File: config.mk
export PLATFORM = sky130hd
export DESIGN_NAME = slip_message_deframer_flat
export DESIGN_NICKNAME = d
export VERILOG_FILES = /design/src/design/smd_pkg.sv /design/src/design/smd_if.sv /design/src/design/smd_front.sv /design/src/design/smd_fifo.sv /design/src/design/smd_back.sv /design/src/design/slip_message_deframer.sv /design/src/flat_wrapper.sv
export SDC_FILE = /design/constraint.sdc
export NUM_CORES = 1
export LEC_CHECK = 0
export ABC_AREA = 1
export BUFFER_PORTS_ARGS = -buffer_cell sky130_fd_sc_hd__buf_4
export CORE_MARGIN = 4
export CORE_UTILIZATION = 25
export CTS_BUF_LIST = sky130_fd_sc_hd__clkbuf_8
export DETAILED_ROUTE_END_ITERATION = 10
export MAX_ROUTING_LAYER = met4
export PLACE_DENSITY = 0.46
export SYNTH_ARGS = -nofsm -noshare
export SYNTH_HDL_FRONTEND = slang
export SYNTH_SLANG_ARGS = --single-unit
File: constraint.sdc
create_clock -name clk_i -period 3.15 [get_ports clk_i]
set_input_delay 0 -clock clk_i [delete_from_list [all_inputs] [get_ports clk_i]]
set_output_delay 0 -clock clk_i [all_outputs]
set_load 0.02 [all_outputs]
File: src/design/smd_pkg.sv
// Shared types and constants for the SLIP message deframer.
// No dependencies; used by every other design file except smd_if.
package smd_pkg;

  localparam int unsigned MsgLen    = 5;
  localparam int unsigned CntW      = 3;
  localparam int unsigned FifoDepth = 2;
  localparam int unsigned PtrW      = 1;
  localparam int unsigned FifoCntW  = 2;
  localparam int unsigned CfgIdxW   = 3;

  localparam logic [7:0] EndCodeRst      = 8'd192;
  localparam logic [7:0] EscCodeRst      = 8'd219;
  localparam logic [7:0] EscEndCodeRst   = 8'd220;
  localparam logic [7:0] EscEscCodeRst   = 8'd221;
  localparam logic [7:0] DataFlagMaskRst = 8'd128;

  typedef enum logic [CfgIdxW-1:0] {
    CFG_END_CODE       = 3'd0,
    CFG_ESC_CODE       = 3'd1,
    CFG_ESC_END_CODE   = 3'd2,
    CFG_ESC_ESC_CODE   = 3'd3,
    CFG_DATA_FLAG_MASK = 3'd4
  } cfg_idx_e;

  typedef struct packed {
    logic [7:0] end_code;
    logic [7:0] esc_code;
    logic [7:0] esc_end_code;
    logic [7:0] esc_esc_code;
    logic [7:0] data_flag_mask;
  } cfg_t;

  // Classified byte handed from front to back.
  typedef struct packed {
    logic [7:0] data;
    logic       is_end;
    logic       is_esc;
    logic       is_esc_end;
    logic       is_esc_esc;
  } tok_t;

  typedef struct packed {
    logic empty;
    logic full;
  } fifo_stat_t;

  typedef struct packed {
    logic [CntW-1:0] byte_cnt;
    logic            esc_pending;
  } back_stat_t;

endpackage

File: src/design/smd_if.sv
// Valid/ready channel interfaces for received bytes and decoded messages.
// Depends on nothing.
interface smd_byte_if;
  logic       valid;
  logic       ready;
  logic [7:0] rx_byte;
  logic       chunk_last;

  modport source (output valid, output rx_byte, output chunk_last, input ready);
  modport sink   (input valid, input rx_byte, input chunk_last, output ready);
endinterface

interface smd_msg_if;
  logic        valid;
  logic        ready;
  logic [7:0]  msg_group;
  logic [15:0] msg_address;
  logic [15:0] msg_data;

  modport source (output valid, output msg_group, output msg_address, output msg_data,
                  input ready);
  modport sink   (input valid, input msg_group, input msg_address, input msg_data,
                  output ready);
endinterface

File: src/design/smd_front.sv
// Front end: accepts received bytes and tags them against the framing codes.
// Depends on smd_pkg and smd_byte_if.
module smd_front (
  smd_byte_if.sink      rx_i,
  input  smd_pkg::cfg_t cfg_i,
  input  logic          fifo_full_i,
  output logic          push_o,
  output smd_pkg::tok_t tok_o
);

  assign rx_i.ready = !fifo_full_i;
  assign push_o     = rx_i.valid && !fifo_full_i;

  always_comb begin
    tok_o.data       = rx_i.rx_byte;
    tok_o.is_end     = (rx_i.rx_byte == cfg_i.end_code);
    tok_o.is_esc     = (rx_i.rx_byte == cfg_i.esc_code);
    tok_o.is_esc_end = (rx_i.rx_byte == cfg_i.esc_end_code);
    tok_o.is_esc_esc = (rx_i.rx_byte == cfg_i.esc_esc_code);
  end

endmodule

File: src/design/smd_fifo.sv
// Two-entry token queue between the front and back ends.
// Depends on smd_pkg.
module smd_fifo (
  input  logic                clk_i,
  input  logic                rst_ni,
  input  logic                push_i,
  input  smd_pkg::tok_t       tok_i,
  input  logic                pop_i,
  output smd_pkg::tok_t       tok_o,
  output smd_pkg::fifo_stat_t stat_o
);

  smd_pkg::tok_t                   mem_q [smd_pkg::FifoDepth];
  logic [smd_pkg::PtrW-1:0]        wr_ptr_q, wr_ptr_d;
  logic [smd_pkg::PtrW-1:0]        rd_ptr_q, rd_ptr_d;
  logic [smd_pkg::FifoCntW-1:0]    cnt_q, cnt_d;
  logic                            do_push, do_pop;

  assign stat_o.empty = (cnt_q == '0);
  assign stat_o.full  = (cnt_q == smd_pkg::FifoCntW'(smd_pkg::FifoDepth));
  assign do_push      = push_i && !stat_o.full;
  assign do_pop       = pop_i && !stat_o.empty;
  assign tok_o        = mem_q[rd_ptr_q];

  always_comb begin
    wr_ptr_d = do_push ? wr_ptr_q + 1'b1 : wr_ptr_q;
    rd_ptr_d = do_pop  ? rd_ptr_q + 1'b1 : rd_ptr_q;
    cnt_d    = cnt_q;
    if (do_push && !do_pop) begin
      cnt_d = cnt_q + 1'b1;
    end else if (do_pop && !do_push) begin
      cnt_d = cnt_q - 1'b1;
    end
  end

  always_ff @(posedge clk_i or negedge rst_ni) begin
    if (!rst_ni) begin
      wr_ptr_q <= '0;
      rd_ptr_q <= '0;
      cnt_q    <= '0;
    end else begin
      wr_ptr_q <= wr_ptr_d;
      rd_ptr_q <= rd_ptr_d;
      cnt_q    <= cnt_d;
    end
  end

  always_ff @(posedge clk_i) begin
    if (do_push) begin
      mem_q[wr_ptr_q] <= tok_i;
    end
  end

endmodule

File: src/design/smd_back.sv
// Back end: escape/count state, frame buffer and registered message output.
// Depends on smd_pkg and smd_msg_if.
module smd_back (
  input  logic                clk_i,
  input  logic                rst_ni,
  input  smd_pkg::cfg_t       cfg_i,
  input  logic                fifo_empty_i,
  input  smd_pkg::tok_t       tok_i,
  output logic                pop_o,
  output smd_pkg::back_stat_t stat_o,
  smd_msg_if.source           msg_o
);

  localparam logic [smd_pkg::CntW-1:0] Full = smd_pkg::CntW'(smd_pkg::MsgLen);

  logic                      esc_q, esc_d;
  logic [smd_pkg::CntW-1:0]  cnt_q, cnt_d;
  logic [7:0]                frame_q [smd_pkg::MsgLen];
  logic                      wr_en;
  logic [7:0]                wr_byte;
  logic                      out_valid_q, out_valid_d;
  logic                      load;
  logic [7:0]                group_q;
  logic [15:0]               addr_q, data_q;

  assign pop_o = !fifo_empty_i && (!out_valid_q || msg_o.ready);

  always_comb begin
    esc_d   = esc_q;
    cnt_d   = cnt_q;
    wr_en   = 1'b0;
    wr_byte = tok_i.data;
    load    = 1'b0;
    if (pop_o) begin
      if (tok_i.is_end) begin
        load  = !esc_q && (cnt_q == Full);
        cnt_d = '0;
      end else if (cnt_q < Full) begin
        if (!esc_q && tok_i.is_esc) begin
          esc_d = 1'b1;
        end else if (esc_q) begin
          esc_d = 1'b0;
          if (tok_i.is_esc_end) begin
            wr_en   = 1'b1;
            wr_byte = cfg_i.end_code;
          end else if (tok_i.is_esc_esc) begin
            wr_en   = 1'b1;
            wr_byte = cfg_i.esc_code;
          end else begin
            cnt_d = '0;
          end
        end else begin
          wr_en = 1'b1;
        end
        if (wr_en) begin
          cnt_d = cnt_q + 1'b1;
        end
      end else begin
        esc_d = 1'b0;
        cnt_d = '0;
      end
    end
    out_valid_d = load ? 1'b1 : (msg_o.ready ? 1'b0 : out_valid_q);
  end

  always_ff @(posedge clk_i or negedge rst_ni) begin
    if (!rst_ni) begin
      esc_q       <= 1'b0;
      cnt_q       <= '0;
      out_valid_q <= 1'b0;
    end else begin
      esc_q       <= esc_d;
      cnt_q       <= cnt_d;
      out_valid_q <= out_valid_d;
    end
  end

  always_ff @(posedge clk_i) begin
    if (wr_en) begin
      frame_q[cnt_q] <= wr_byte;
    end
    if (load) begin
      group_q <= frame_q[0] & ~cfg_i.data_flag_mask;
      addr_q  <= {frame_q[1], frame_q[2]};
      data_q  <= {frame_q[3], frame_q[4]};
    end
  end

  assign msg_o.valid       = out_valid_q;
  assign msg_o.msg_group   = group_q;
  assign msg_o.msg_address = addr_q;
  assign msg_o.msg_data    = data_q;

  assign stat_o.byte_cnt    = cnt_q;
  assign stat_o.esc_pending = esc_q;

endmodule

File: src/design/slip_message_deframer.sv
// SLIP message deframer top level: config registers, front end, queue, back end.
// A closing end byte is queued, then popped and registered as msg_o.valid.
// Throughput: one byte per cycle, limited by the single back-end state update,
// unless a waiting message stalls the back end; the queue holds up to two bytes.
// Reset (async, active low) clears the queue, escape flag, byte count and output
// valid, and loads the default framing codes; the frame buffer is not cleared.
module slip_message_deframer (
  input  logic                          clk_i,
  input  logic                          rst_ni,
  input  logic                          cfg_we_i,
  input  logic [smd_pkg::CfgIdxW-1:0]   cfg_idx_i,
  input  logic [7:0]                    cfg_wdata_i,
  smd_byte_if.sink                      rx_i,
  smd_msg_if.source                     msg_o
);

  smd_pkg::cfg_t       cfg_q;
  smd_pkg::tok_t       push_tok, head_tok;
  smd_pkg::fifo_stat_t fifo_stat;
  smd_pkg::back_stat_t back_stat;
  logic                push, pop;

  always_ff @(posedge clk_i or negedge rst_ni) begin
    if (!rst_ni) begin
      cfg_q.end_code       <= smd_pkg::EndCodeRst;
      cfg_q.esc_code       <= smd_pkg::EscCodeRst;
      cfg_q.esc_end_code   <= smd_pkg::EscEndCodeRst;
      cfg_q.esc_esc_code   <= smd_pkg::EscEscCodeRst;
      cfg_q.data_flag_mask <= smd_pkg::DataFlagMaskRst;
    end else if (cfg_we_i) begin
      unique case (smd_pkg::cfg_idx_e'(cfg_idx_i))
        smd_pkg::CFG_END_CODE:       cfg_q.end_code       <= cfg_wdata_i;
        smd_pkg::CFG_ESC_CODE:       cfg_q.esc_code       <= cfg_wdata_i;
        smd_pkg::CFG_ESC_END_CODE:   cfg_q.esc_end_code   <= cfg_wdata_i;
        smd_pkg::CFG_ESC_ESC_CODE:   cfg_q.esc_esc_code   <= cfg_wdata_i;
        smd_pkg::CFG_DATA_FLAG_MASK: cfg_q.data_flag_mask <= cfg_wdata_i;
        default: ;
      endcase
    end
  end

  smd_front u_front (
    .rx_i        (rx_i),
    .cfg_i       (cfg_q),
    .fifo_full_i (fifo_stat.full),
    .push_o      (push),
    .tok_o       (push_tok)
  );

  smd_fifo u_fifo (
    .clk_i  (clk_i),
    .rst_ni (rst_ni),
    .push_i (push),
    .tok_i  (push_tok),
    .pop_i  (pop),
    .tok_o  (head_tok),
    .stat_o (fifo_stat)
  );

  smd_back u_back (
    .clk_i        (clk_i),
    .rst_ni       (rst_ni),
    .cfg_i        (cfg_q),
    .fifo_empty_i (fifo_stat.empty),
    .tok_i        (head_tok),
    .pop_o        (pop),
    .stat_o       (back_stat),
    .msg_o        (msg_o)
  );

`ifndef ASSERT_OFF
  a_cnt_bound: assert property (@(posedge clk_i) disable iff (!rst_ni)
    back_stat.byte_cnt <= smd_pkg::CntW'(smd_pkg::MsgLen))
    else $error("byte count beyond message length");

  a_fifo_stat: assert property (@(posedge clk_i) disable iff (!rst_ni)
    !(fifo_stat.full && fifo_stat.empty))
    else $error("queue both full and empty");

  a_pop_nonempty: assert property (@(posedge clk_i) disable iff (!rst_ni)
    pop |-> !fifo_stat.empty)
    else $error("pop from empty queue");

  a_push_space: assert property (@(posedge clk_i) disable iff (!rst_ni)
    push |-> !fifo_stat.full)
    else $error("push into full queue");
`endif

endmodule
File: src/flat_wrapper.sv
// flat-port wrapper written by rule: the top's interface ports become plain ports
module slip_message_deframer_flat 
  (clk_i, rst_ni, cfg_we_i, cfg_idx_i, cfg_wdata_i, rx_i_valid, rx_i_rx_byte, rx_i_chunk_last, rx_i_ready, msg_o_valid, msg_o_msg_group, msg_o_msg_address, msg_o_msg_data, msg_o_ready);
  smd_byte_if rx_i_i ();
  smd_msg_if msg_o_i ();
  input  logic clk_i;
  input  logic rst_ni;
  input  logic cfg_we_i;
  input  logic [smd_pkg::CfgIdxW-1:0] cfg_idx_i;
  input  logic [7:0] cfg_wdata_i;
  input wire logic [$bits(rx_i_i.valid)-1:0] rx_i_valid;
  input wire logic [$bits(rx_i_i.rx_byte)-1:0] rx_i_rx_byte;
  input wire logic [$bits(rx_i_i.chunk_last)-1:0] rx_i_chunk_last;
  output wire logic [$bits(rx_i_i.ready)-1:0] rx_i_ready;
  output wire logic [$bits(msg_o_i.valid)-1:0] msg_o_valid;
  output wire logic [$bits(msg_o_i.msg_group)-1:0] msg_o_msg_group;
  output wire logic [$bits(msg_o_i.msg_address)-1:0] msg_o_msg_address;
  output wire logic [$bits(msg_o_i.msg_data)-1:0] msg_o_msg_data;
  input wire logic [$bits(msg_o_i.ready)-1:0] msg_o_ready;
  assign rx_i_i.valid = rx_i_valid;
  assign rx_i_i.rx_byte = rx_i_rx_byte;
  assign rx_i_i.chunk_last = rx_i_chunk_last;
  assign rx_i_ready = rx_i_i.ready;
  assign msg_o_valid = msg_o_i.valid;
  assign msg_o_msg_group = msg_o_i.msg_group;
  assign msg_o_msg_address = msg_o_i.msg_address;
  assign msg_o_msg_data = msg_o_i.msg_data;
  assign msg_o_i.ready = msg_o_ready;
  slip_message_deframer u_core (.clk_i(clk_i), .rst_ni(rst_ni), .cfg_we_i(cfg_we_i), .cfg_idx_i(cfg_idx_i), .cfg_wdata_i(cfg_wdata_i), .rx_i(rx_i_i), .msg_o(msg_o_i));
endmodule
==> results of run 1 <==
-- worst max-delay path, delay by kind of cell, from the launching register on --
family | cells | cell delay [ns]
simple gates | 5 | 0.92
buf+inv | 1 | 0.16
flops | 1 | 0.73
-- what timing repair did --
action,4_1_cts,5_1_grt
endpoints found under the hold margin,107,0
hold buffers,25,0
resized for setup,0,0
-- Yosys cell counts --
| cell type | number |
|---|---|
| buf_6 | 7 |
| or2_2 | 1 |
| nand3_1 | 3 |
| o21ai_0 | 1 |
| o21ai_2 | 28 |
| nand4_1 | 19 |
| nand3_4 | 3 |
| nor2_4 | 1 |
| dfrtp_1 | 29 |
| o21ai_1 | 13 |
| ha_1 | 3 |
| o21bai_2 | 1 |
| a21oi_1 | 1 |
| o22ai_1 | 2 |
| buf_4 | 3 |
| inv_2 | 4 |
| nor2_8 | 1 |
| xor2_1 | 7 |
| nand2_4 | 5 |
| nand2_1 | 128 |
| nand3b_4 | 2 |
| inv_6 | 1 |
| nor2_2 | 6 |
| nor3_1 | 1 |
| inv_1 | 43 |
| nor2_1 | 20 |
| a21oi_2 | 1 |
| nand3_2 | 2 |
| buf_2 | 1 |
| o21ai_4 | 2 |
| xnor2_1 | 27 |
| dfstp_2 | 20 |
| nand2_2 | 6 |
| clkbuf_1 | 3 |
| edfxtp_1 | 104 |
| buf_8 | 1 |
-- worst min path at each step --
stage               startpoint                            endpoint  depth (start not counted)
global route            rst_ni  u_core.u_fifo.cnt_q[1]$_DFFE_PN0P_                          2
floorplan               rst_ni         u_core.cfg_q[0]$_DFFE_PN0P_                          0
finish                  rst_ni  u_core.u_fifo.cnt_q[1]$_DFFE_PN0P_                          2
CTS                     rst_ni  u_core.u_fifo.cnt_q[1]$_DFFE_PN0P_                          2
detailed placement      rst_ni  u_core.u_fifo.cnt_q[0]$_DFFE_PN0P_                          1
global placement        rst_ni  u_core.u_fifo.wr_ptr_q$_DFFE_PN0P_                          1
-- kinds of logic (layout without fill, tap and decap cells) --
logic type,Yosys count,in the layout,synth area share
fa+ha+maj,3,3,0.005876
flops,153,153,0.6847
xor+xnor,34,34,0.04661
simple gates,198,198,0.1528
compound gates,49,49,0.06032
buf+inv,63,172,0.04974
-- state kept, by name, summed over array words and instances, names as in the netlist --
name / count
msg_o_msg_address: 16
msg_o_msg_data: 16
u_core.cfg_q: 40
u_core.u_back.cnt_q: 3
u_core.u_back.esc_q: 1
u_core.u_back.frame_q: 40
u_core.u_back.msg_o.msg_group: 8
u_core.u_back.msg_o.valid: 1
u_core.u_fifo.cnt_q: 2
u_core.u_fifo.mem_q: 24
u_core.u_fifo.rd_ptr_q: 1
u_core.u_fifo.wr_ptr_q: 1
-- through the flow --
stage / hold WS (ns) / util / cells / power [mW]
6_report: 0.1343 / 0.3105 / 939 / 5.663
5_1_grt: 0.1527 / 0.3105 / 939 / 6.058
4_1_cts: 0.1499 / 0.3105 / 939 / 5.745
3_5_place_dp: 0.09131 / 0.2854 / 883 / 4.277
3_3_place_gp: 0.08924 / 0.2854 / 883 / 4.226
2_1_floorplan: -0.2956 / - / 500 / 3.934
-- power breakdown --
| part | switching (mW) | internal (mW) | leakage, nW |
|---|---|---|---|
| combinational | 0.912 | 0.473 | 1.41 |
| clock | 0.729 | 0.704 | 0.192 |
| sequential | 0.215 | 2.63 | 1.52 |
| total | 1.86 | 3.81 | 3.12 |
-- per-layer routing --
metal,up-vias,routed length [um],track usage
met1,1785,6348,0.1311
met2,70,5992,0.1490
met5,-,0,-
li1,1873,-,-
met3,6,518,0.02958
met4,0,93,0.02858
-- cell type report --
cell class	count	share of cell area
clock buffers	17	0.02992
clock inverters	14	0.01904
repair buffers	93	0.09728
well taps	330	0.05280
multi-input cells	284	0.2179
flip-flops and latches	153	0.5594
inverters	48	0.02368
==> results by group, run 1 <==
CTS
  • Max Buffers Root-to-Sink: 2
  • TritonCTS clock tree: done
  • Post-CTS setup buffers: 0
  • Reg clk slew, reported paths: 0.09 ns
  • CTS H-tree depth: 4
  • Root Driver: clkbuf_8
  • TritonCTS Buffers: 17
  • Clk sink count: 153
  • Clk_lat worst skew: around 0.44 ns

STA
  • Minimum clock period: around 2.2 ns
  • Part of the cycle the worst path needs: 0.6885
  • Setup_tns: 0 ns
  • Fmax: roughly 460 MHz
  • Final setup margin: 0.9812 ns
  • Final setup fails: 0
  • Final Hold Violating Endpoints: 0
  • Slew Viols, Final: 0
  • Setup Skew: approximately 0.014 ns
  • Normalized max-slew margin: 0.5378
  • Least-Margin Pin Slew: between 0.6 and 0.7 ns
  • RSZ-0062 raised after global routing: no

Synth
  • Synth Warn #: 0
  • Synth top area cells: edfxtp_1 49%, dfrtp_1 11%, dfstp_2 8.2%
  • Post-Syn Nets: between 500 and 600
  • Synthesized area: ~6400 um^2
  • Post-synth cell types: 36
  • Yosys reg bits: about 150
  • Avg Inst Size Synth: ~13 um^2
  • Post-synthesis sequential area ratio: 0.6847
  • Syn Inst Count: 500
  • Largest area contributor in the netlist: edfxtp_1
  • Post-synth top area share: 0.4888

Critical path
  • CP Capture Point: u_core.u_back.frame_q[2][6]$_DFFE_PP_
  • CP startpoint: u_core.u_fifo.rd_ptr_q$_DFFE_PN0P_
  • R2r startpoint: u_core.u_fifo.rd_ptr_q$_DFFE_PN0P_
  • Worst R2R End: u_core.u_back.frame_q[2][6]$_DFFE_PP_
  • Critical path class: reg -> reg
  • Max FO, Critical Path: 16
  • R2R Setup Slk: between 0.9 and 1 ns
  • Worst Path Arrival: roughly 2.3 ns
  • CP Capture Type: flip-flop
  • CP required: roughly 3.2 ns
  • Critical Path Start Type: flip-flop
  • R2R depth: 6
  • Worst path slowest cell: dfrtp_1
  • CP peak stage delay: ~0.73 ns
  • Worst path cell trace: inv_6, nand2_2, nand2_2, nand3_4, nand3_4, nor2_2

Run status
  • Outcome: completed

Floorplan
  • Starting Density: 0.2537
  • Die ar.: between 20000 and 30000 um^2
  • Chip width: about 170 um
  • Io pins: 67
  • Core footprint: around 25000 um^2
  • FP Rows: 58
  • Die Ht: roughly 170 um

Detailed routing
  • Residual DRC: 0
  • Total number of vias: 3734
  • Detail Route Antenna Nets: 0
  • Post-Route WL: approximately 13 mm
  • Drt wl/cell: between 10 and 15 um
  • Length of the first detailed-routing pass in iterations: 5
  • Detailed Route Iter0 Violations: 176
  • Vias/cell: just under 4

Finish
  • Area grow syn2layout: 22.41%
  • Fillers: 2547
  • Share of layout cells above drive strength 1: 0.2989
  • N_diodes: 0
  • Area occupied by multi-input gates: ~1700 um^2
  • Most frequent cells in the layout: 128 x nand2_1, 104 x edfxtp_1, 68 x buf_4, 45 x inv_1, 29 x dfrtp_1
  • Most common cell after layout, fill and taps aside: nand2_1
  • Sequential cell area: 4374 um^2
  • Post-route cell area: 7820 um^2
  • # nets final: approximately 630

Power
  • Max VDD drop: between 0.2 and 0.3 mV
  • PD cells: a little over 700 nW/um^2
  • Leak: around 3.1 nW

Global routing
  • First-pass GRT wire length: around 21 mm
  • Initial antenna violation count: 0
  • GR Overflow Total: 0
  • Largest net degree at the start of global routing: 50
  • All-layer global routing usage: 0.09927
  • Vias in the first global route: 3754

Placed design
  • Pre-CTS setup slack: between 0.9 and 1 ns
  • GPL Wtd Cong: roughly 0.76
  • DP Area: ~7000 um^2
  • I/O Buffers: 65
  • Post-DP HPWL: roughly 9.3 mm

Min path
  • Hold Path Class: in -> async

Job
  • Maxcap violations: 0
No activity file was read; power rests on OpenSTA's default activity.
==> run 2, diff against run 1 <==
Clock period 3.15 ns to 1.8 ns, I/O delays scaled along.
==> run 2 against run 1 <==
Net effect:
- wire length is 0.99% higher
- setup slack worse by 0.87 ns
- non-clock buffer count is 11 higher
- combinational power is 94% higher
- clock-buffer cell count stayed put
- register-to-register slack worse by 0.87 ns
==> results by group, run 2 (synthesized netlist as in run 1, its figures left out) <==
Detailed routing
  • Vias/cell: between 3 and 4
  • Post-Route WL: between 10 and 15 mm
  • Total number of vias: around 3800
  • Drt wl/cell: approximately 14 um
  • Detailed Route Iter0 Violations: 207
  • Length of the first detailed-routing pass in iterations: 6
  • Detail Route Antenna Nets: 0
  • Residual DRC: 0

Global routing
  • Initial antenna violation count: 0
  • Largest net degree at the start of global routing: 50
  • Vias in the first global route: between 3000 and 4000
  • GR Overflow Total: 0
  • All-layer global routing usage: 0.09869
  • First-pass GRT wire length: 21.01 mm

Finish
  • Post-route cell area: ~8000 um^2
  • Util after Layout: 0.3181
  • Post-Layout Cell Count: approximately 950
  • N_diodes: 0
  • Most common cell after layout, fill and taps aside: nand2_1
  • Share of layout cells above drive strength 1: 0.3172
  • Area grow syn2layout: 25.40%
  • # nets final: 636
  • Fillers: 2518
  • Most frequent cells in the layout: 128 x nand2_1, 104 x edfxtp_1, 72 x buf_4, 43 x inv_1, 29 x o21ai_2
  • Regs by FF count: u_core.cfg_q: 40 flops, u_core.u_back.frame_q: 40 flops, u_core.u_fifo.mem_q: 24 flops

STA
  • Final setup fails: 0
  • Final setup margin: 0.1113 ns
  • Setup Skew: 0.01841 ns
  • Minimum clock period: 1.689 ns
  • Slew Viols, Final: 0
  • Final Hold Violating Endpoints: 0
  • Fmax: 592.2 MHz
  • Setup_tns: 0 ns
  • Normalized max-slew margin: 0.5524
  • Part of the cycle the worst path needs: 0.9382
  • Final Hold Slack: around 0.13 ns
  • Least-Margin Pin Slew: 0.6715 ns
  • RSZ-0062 raised after global routing: no

Power
  • Power, Total: roughly 10 mW
  • PD cells: around 1300 nW/um^2
  • Leak: 3.200 nW
  • Max VDD drop: between 0.5 and 0.6 mV

Critical path
  • Worst path cell trace: inv_1, ha_1, nand4_1, nor2_4, buf_12
  • Worst R2R End: u_core.u_back.msg_o.msg_group[0]$_DFFE_PP_
  • Critical Path Start Type: flip-flop
  • Worst path slowest cell: dfrtp_1
  • CP delay by family, top: flip-flops
  • R2r startpoint: u_core.u_back.cnt_q[1]$_DFFE_PN0P_
  • Max FO, Critical Path: 40
  • CP peak stage delay: 0.48 ns
  • R2R Setup Slk: ~0.11 ns
  • Buf/Inv on CP: 2
  • R2R depth: 5
  • Worst Path Arrival: approximately 1.8 ns
  • Critical path class: reg -> reg
  • CP required: ~1.9 ns
  • CP Capture Type: flip-flop

CTS
  • Clk_lat worst skew: between 0.4 and 0.5 ns
  • Clk sink count: 153
  • TritonCTS Buffers: 17
  • Reg clk slew, reported paths: around 0.090 ns
  • Root Driver: clkbuf_8
  • Post-CTS setup buffers: 0
  • CTS H-tree depth: 4
  • Max Buffers Root-to-Sink: 2
  • TritonCTS clock tree: done

Placed design
  • GPL Wtd Cong: 0.7824
  • Cells after DPL: 893
  • I/O Buffers: 65
  • Pre-CTS setup slack: 0.1036 ns
  • Post-DP HPWL: about 9.4 mm
  • DP Area: roughly 7300 um^2

Floorplan
  • Die ar.: approximately 28000 um^2
  • Starting Density: 0.2537
  • Die Ht: ~170 um
  • Chip width: around 170 um
  • Core footprint: about 25000 um^2
  • FP Rows: 58
  • Io pins: 67

Run status
  • Outcome: completed

Min path
  • Hold Path Class: in -> async

Job
  • Maxcap violations: 0
run 2: cell types whose count changed in the layout (fill, tap and decap cells not counted), moves of 2 or more:
cell,delta
buf_12,+6
buf_4,+4
bufinv_16,-2
clkinv_4,-3
clkinv_8,+4
inv_1,-2
inv_6,-3
inv_8,+7
run 2: worst reg2reg max path: cells and delay by family, from the launching register on:
family / cells / cell delay, ns
flip-flops: 1 / 0.48
adder cells (fa/ha/maj): 1 / 0.16
AND/OR/NAND/NOR: 2 / 0.36
buffers and inverters: 2 / 0.35
run 2: how the worst max path moves through the flow:
stage / startpoint / to / slack (ns) / depth (start not counted)
after floorplan: u_core.u_fifo.rd_ptr_q$_DFFE_PN0P_ / msg_o_msg_address[0]$_DFFE_PP_ / -0.16 / 5
after global placement: u_core.u_fifo.rd_ptr_q$_DFFE_PN0P_ / msg_o_msg_address[7]$_DFFE_PP_ / 0.12 / 5
after detailed placement: u_core.u_fifo.rd_ptr_q$_DFFE_PN0P_ / msg_o_msg_address[10]$_DFFE_PP_ / 0.10 / 5
after CTS: u_core.u_fifo.rd_ptr_q$_DFFE_PN0P_ / msg_o_msg_data[14]$_DFFE_PP_ / 0.1 / 5
after global routing: u_core.u_back.cnt_q[1]$_DFFE_PN0P_ / msg_o_msg_data[1]$_DFFE_PP_ / 0.03 / 5
final: u_core.u_back.cnt_q[1]$_DFFE_PN0P_ / u_core.u_back.msg_o.msg_group[0]$_DFFE_PP_ / 0.11 / 5
run 2: final cells by class:
type	count	area (um^2)	share of cell area
multi-input cells	284	1708	0.2132
repair buffers	104	920.9	0.1149
flip-flops and latches	153	4375	0.5462
clock inverters	15	175.2	0.02186
inverters	48	185.2	0.02311
well taps	330	412.9	0.05154
clock buffers	17	234.0	0.02921
run 2: where the power goes:
group	leakage [nW]	switching [mW]	internal [mW]	total (mW)
Sequential	1.52	0.321	4.60	4.93
Clock	0.197	1.53	1.06	2.60
Combinational	1.48	1.69	0.998	2.68
Total	3.20	3.54	6.67	10.2
run 2: what timing repair did:
item | CTS | global route
endpoints found under the setup margin | 0 | 35
hold endpoints to repair | 108 | 0
hold buffers | 26 | 0
gates resized for setup | 0 | 1
run 2: routing by layer:
metal	GRT usage	wire length (um)	up-vias
met2	0.1494	6049	90
met5	-	0	-
met3	0.02536	624	9
met1	0.1305	6253	1793
li1	-	-	1906
met4	0.03176	155	0
==> run 3, diff against run 2 <==
Settings changed: CORE_ASPECT_RATIO set to 1.75.
==> run 3 against run 2 <==
Net effect:
- clock skew shrank 0.0039 ns
- sequential share of layout area shrank 0.21 points
- sequential power is essentially flat
- sequential cell count is the same
- global-route usage grew 0.73 points
- largest cell class unchanged
- largest power group unchanged
- highest routed layer unchanged
==> results by group, run 3 (synthesized netlist as in run 1, its figures left out) <==
STA
  • Part of the cycle the worst path needs: 0.9360
  • Fmax: 593.6 MHz
  • Slew Viols, Final: 0
  • RSZ-0062 raised after global routing: yes
  • Final setup fails: 0
  • Minimum clock period: around 1.7 ns
  • Setup Skew: ~0.015 ns
  • Normalized max-slew margin: 0.5313
  • Final Hold Violating Endpoints: 0
  • Least-Margin Pin Slew: about 0.7 ns

CTS
  • Clk_lat worst skew: 0.46 ns
  • Max Buffers Root-to-Sink: 2
  • Root Driver: clkbuf_8
  • TritonCTS clock tree: done
  • Clk sink count: roughly 150
  • Reg clk slew, reported paths: 0.08 ns
  • TritonCTS Buffers: 17
  • CTS H-tree depth: 4

Placed design
  • GPL Wtd Cong: a little under 0.8
  • Post-DP HPWL: between 10 and 15 mm
  • DP Area: about 7400 um^2
  • Cells after DPL: a little under 900
  • I/O Buffers: 65

Critical path
  • Buf/Inv on CP: 2
  • Worst path cell trace: buf_4, nand2_2, nand2_4, nand2_4, nor2_8, nand3_4, nor2_2, buf_12
  • CP peak stage delay: ~0.48 ns
  • Worst path slowest cell: dfrtp_2
  • Most used cell, CP: nand2_4
  • Max FO, Critical Path: 8
  • CP required: slightly below 2 ns
  • Critical Path Start Type: flip-flop
  • Critical path class: reg -> reg
  • CP Capture Type: flip-flop
  • CP delay by family, top: simple AND/OR/NAND/NOR gates
  • Worst Path Arrival: 1.86 ns

Detailed routing
  • Total number of vias: 3869
  • Detail Route Antenna Nets: 0
  • Length of the first detailed-routing pass in iterations: 4
  • Post-Route WL: roughly 14 mm
  • Vias/cell: around 4
  • Detailed Route Iter0 Violations: roughly 130
  • Drt wl/cell: around 15 um
  • Residual DRC: 0

Finish
  • Most frequent cells in the layout: 127 x nand2_1, 104 x edfxtp_1, 78 x buf_4, 43 x inv_1, 29 x o21ai_2
  • Post-Layout Cell Count: roughly 940
  • Share of layout cells above drive strength 1: 0.3201
  • Area grow syn2layout: 25.89%
  • Post-route cell area: between 8000 and 9000 um^2
  • # nets final: between 600 and 700
  • N_diodes: 0
  • Most common cell after layout, fill and taps aside: nand2_1
  • Util after Layout: 0.3186
  • Regs by FF count: u_core.cfg_q: 40 flops, u_core.u_back.frame_q: 40 flops, u_core.u_fifo.mem_q: 24 flops

Power
  • Max VDD drop: about 0.44 mV
  • Leak: around 3.2 nW
  • Power, Total: approximately 10 mW
  • PD cells: 1275 nW/um^2

Min path
  • Hold Path Class: in -> async

Global routing
  • GR Overflow Total: 0
  • All-layer global routing usage: 0.1060
  • Largest net degree at the start of global routing: 50
  • Vias in the first global route: around 3900
  • Initial antenna violation count: 0
  • First-pass GRT wire length: ~22 mm

Floorplan
  • Io pins: 67
  • FP Rows: 77
  • Core footprint: roughly 25000 um^2
  • Chip width: ~130 um
  • Starting Density: 0.2531
  • Die ar.: 28280 um^2
  • Die Ht: around 220 um

Run status
  • Outcome: completed

Job
  • Maxcap violations: 0
-- run 3: what timing repair did --
| item | 4_1_cts | 5_1_grt |
|---|---|---|
| buffers inserted | 0 | 1 |
| resized for setup | 0 | 3 |
| hold buffers | 27 | 0 |
| hold endpoints to repair | 107 | 0 |
| endpoints found under the setup margin | 0 | 120 |
-- run 3: path summary, 6_finish.rpt --
kind | start | to | slack [ns] | cells past startpoint
min | rst_ni | u_core.u_fifo.cnt_q[1]$_DFFE_PN0P_ | 0.10 | 2
min reg2reg | u_core.u_back.frame_q[4][4]$_DFFE_PP_ | msg_o_msg_data[4]$_DFFE_PP_ | 0.42 | 0
max in group asynchronous | rst_ni | u_core.cfg_q[37]$_DFFE_PN0P_ | 1.19 | 2
max | u_core.u_fifo.rd_ptr_q$_DFFE_PN0P_ | u_core.u_back.frame_q[3][7]$_DFFE_PP_ | 0.12 | 8
min in group clk_i | msg_o_ready | u_core.u_back.msg_o.valid$_DFFE_PN0P_ | 0.30 | 3
max reg2reg | u_core.u_fifo.rd_ptr_q$_DFFE_PN0P_ | u_core.u_back.frame_q[3][7]$_DFFE_PP_ | 0.12 | 8
-- run 3: stage by stage --
| step | hold slack [ns] | TNS, ns | worst slack, ns |
|---|---|---|---|
| 2_1_floorplan | -0.2956 | -6.262 | -0.1565 |
| 3_3_place_gp | 0.07675 | 0 | 0.06805 |
| 3_5_place_dp | 0.08659 | 0 | 0.05861 |
| 4_1_cts | 0.1141 | 0 | 0.04003 |
| 5_1_grt | 0.1259 | -0.1002 | -0.01245 |
| 6_report | 0.1038 | 0 | 0.1153 |
-- run 3: report_power, final --
part,internal [mW],switching [mW]
logic,1.05,1.67
clock network,1.25,1.34
registers,4.61,0.334
-- run 3: layout make-up --
type	instances	area, um^2
clock buffer	17	234.0
clock inverter	15	161.4
fill	2581	17200
inverter	48	185.2
multi-input combinational	284	1715
sequential	153	4375
tap	316	395.4
timing repair buffer	111	975.9
-- run 3: metal layers --
layer	vias to the layer above	part of all wire	track usage
li1	1909	-	-
met1	1878	0.37	0.1071
met2	62	0.58	0.1920
met3	20	0.037	0.02716
met4	0	0.018	0.04345
met5	-	0	-
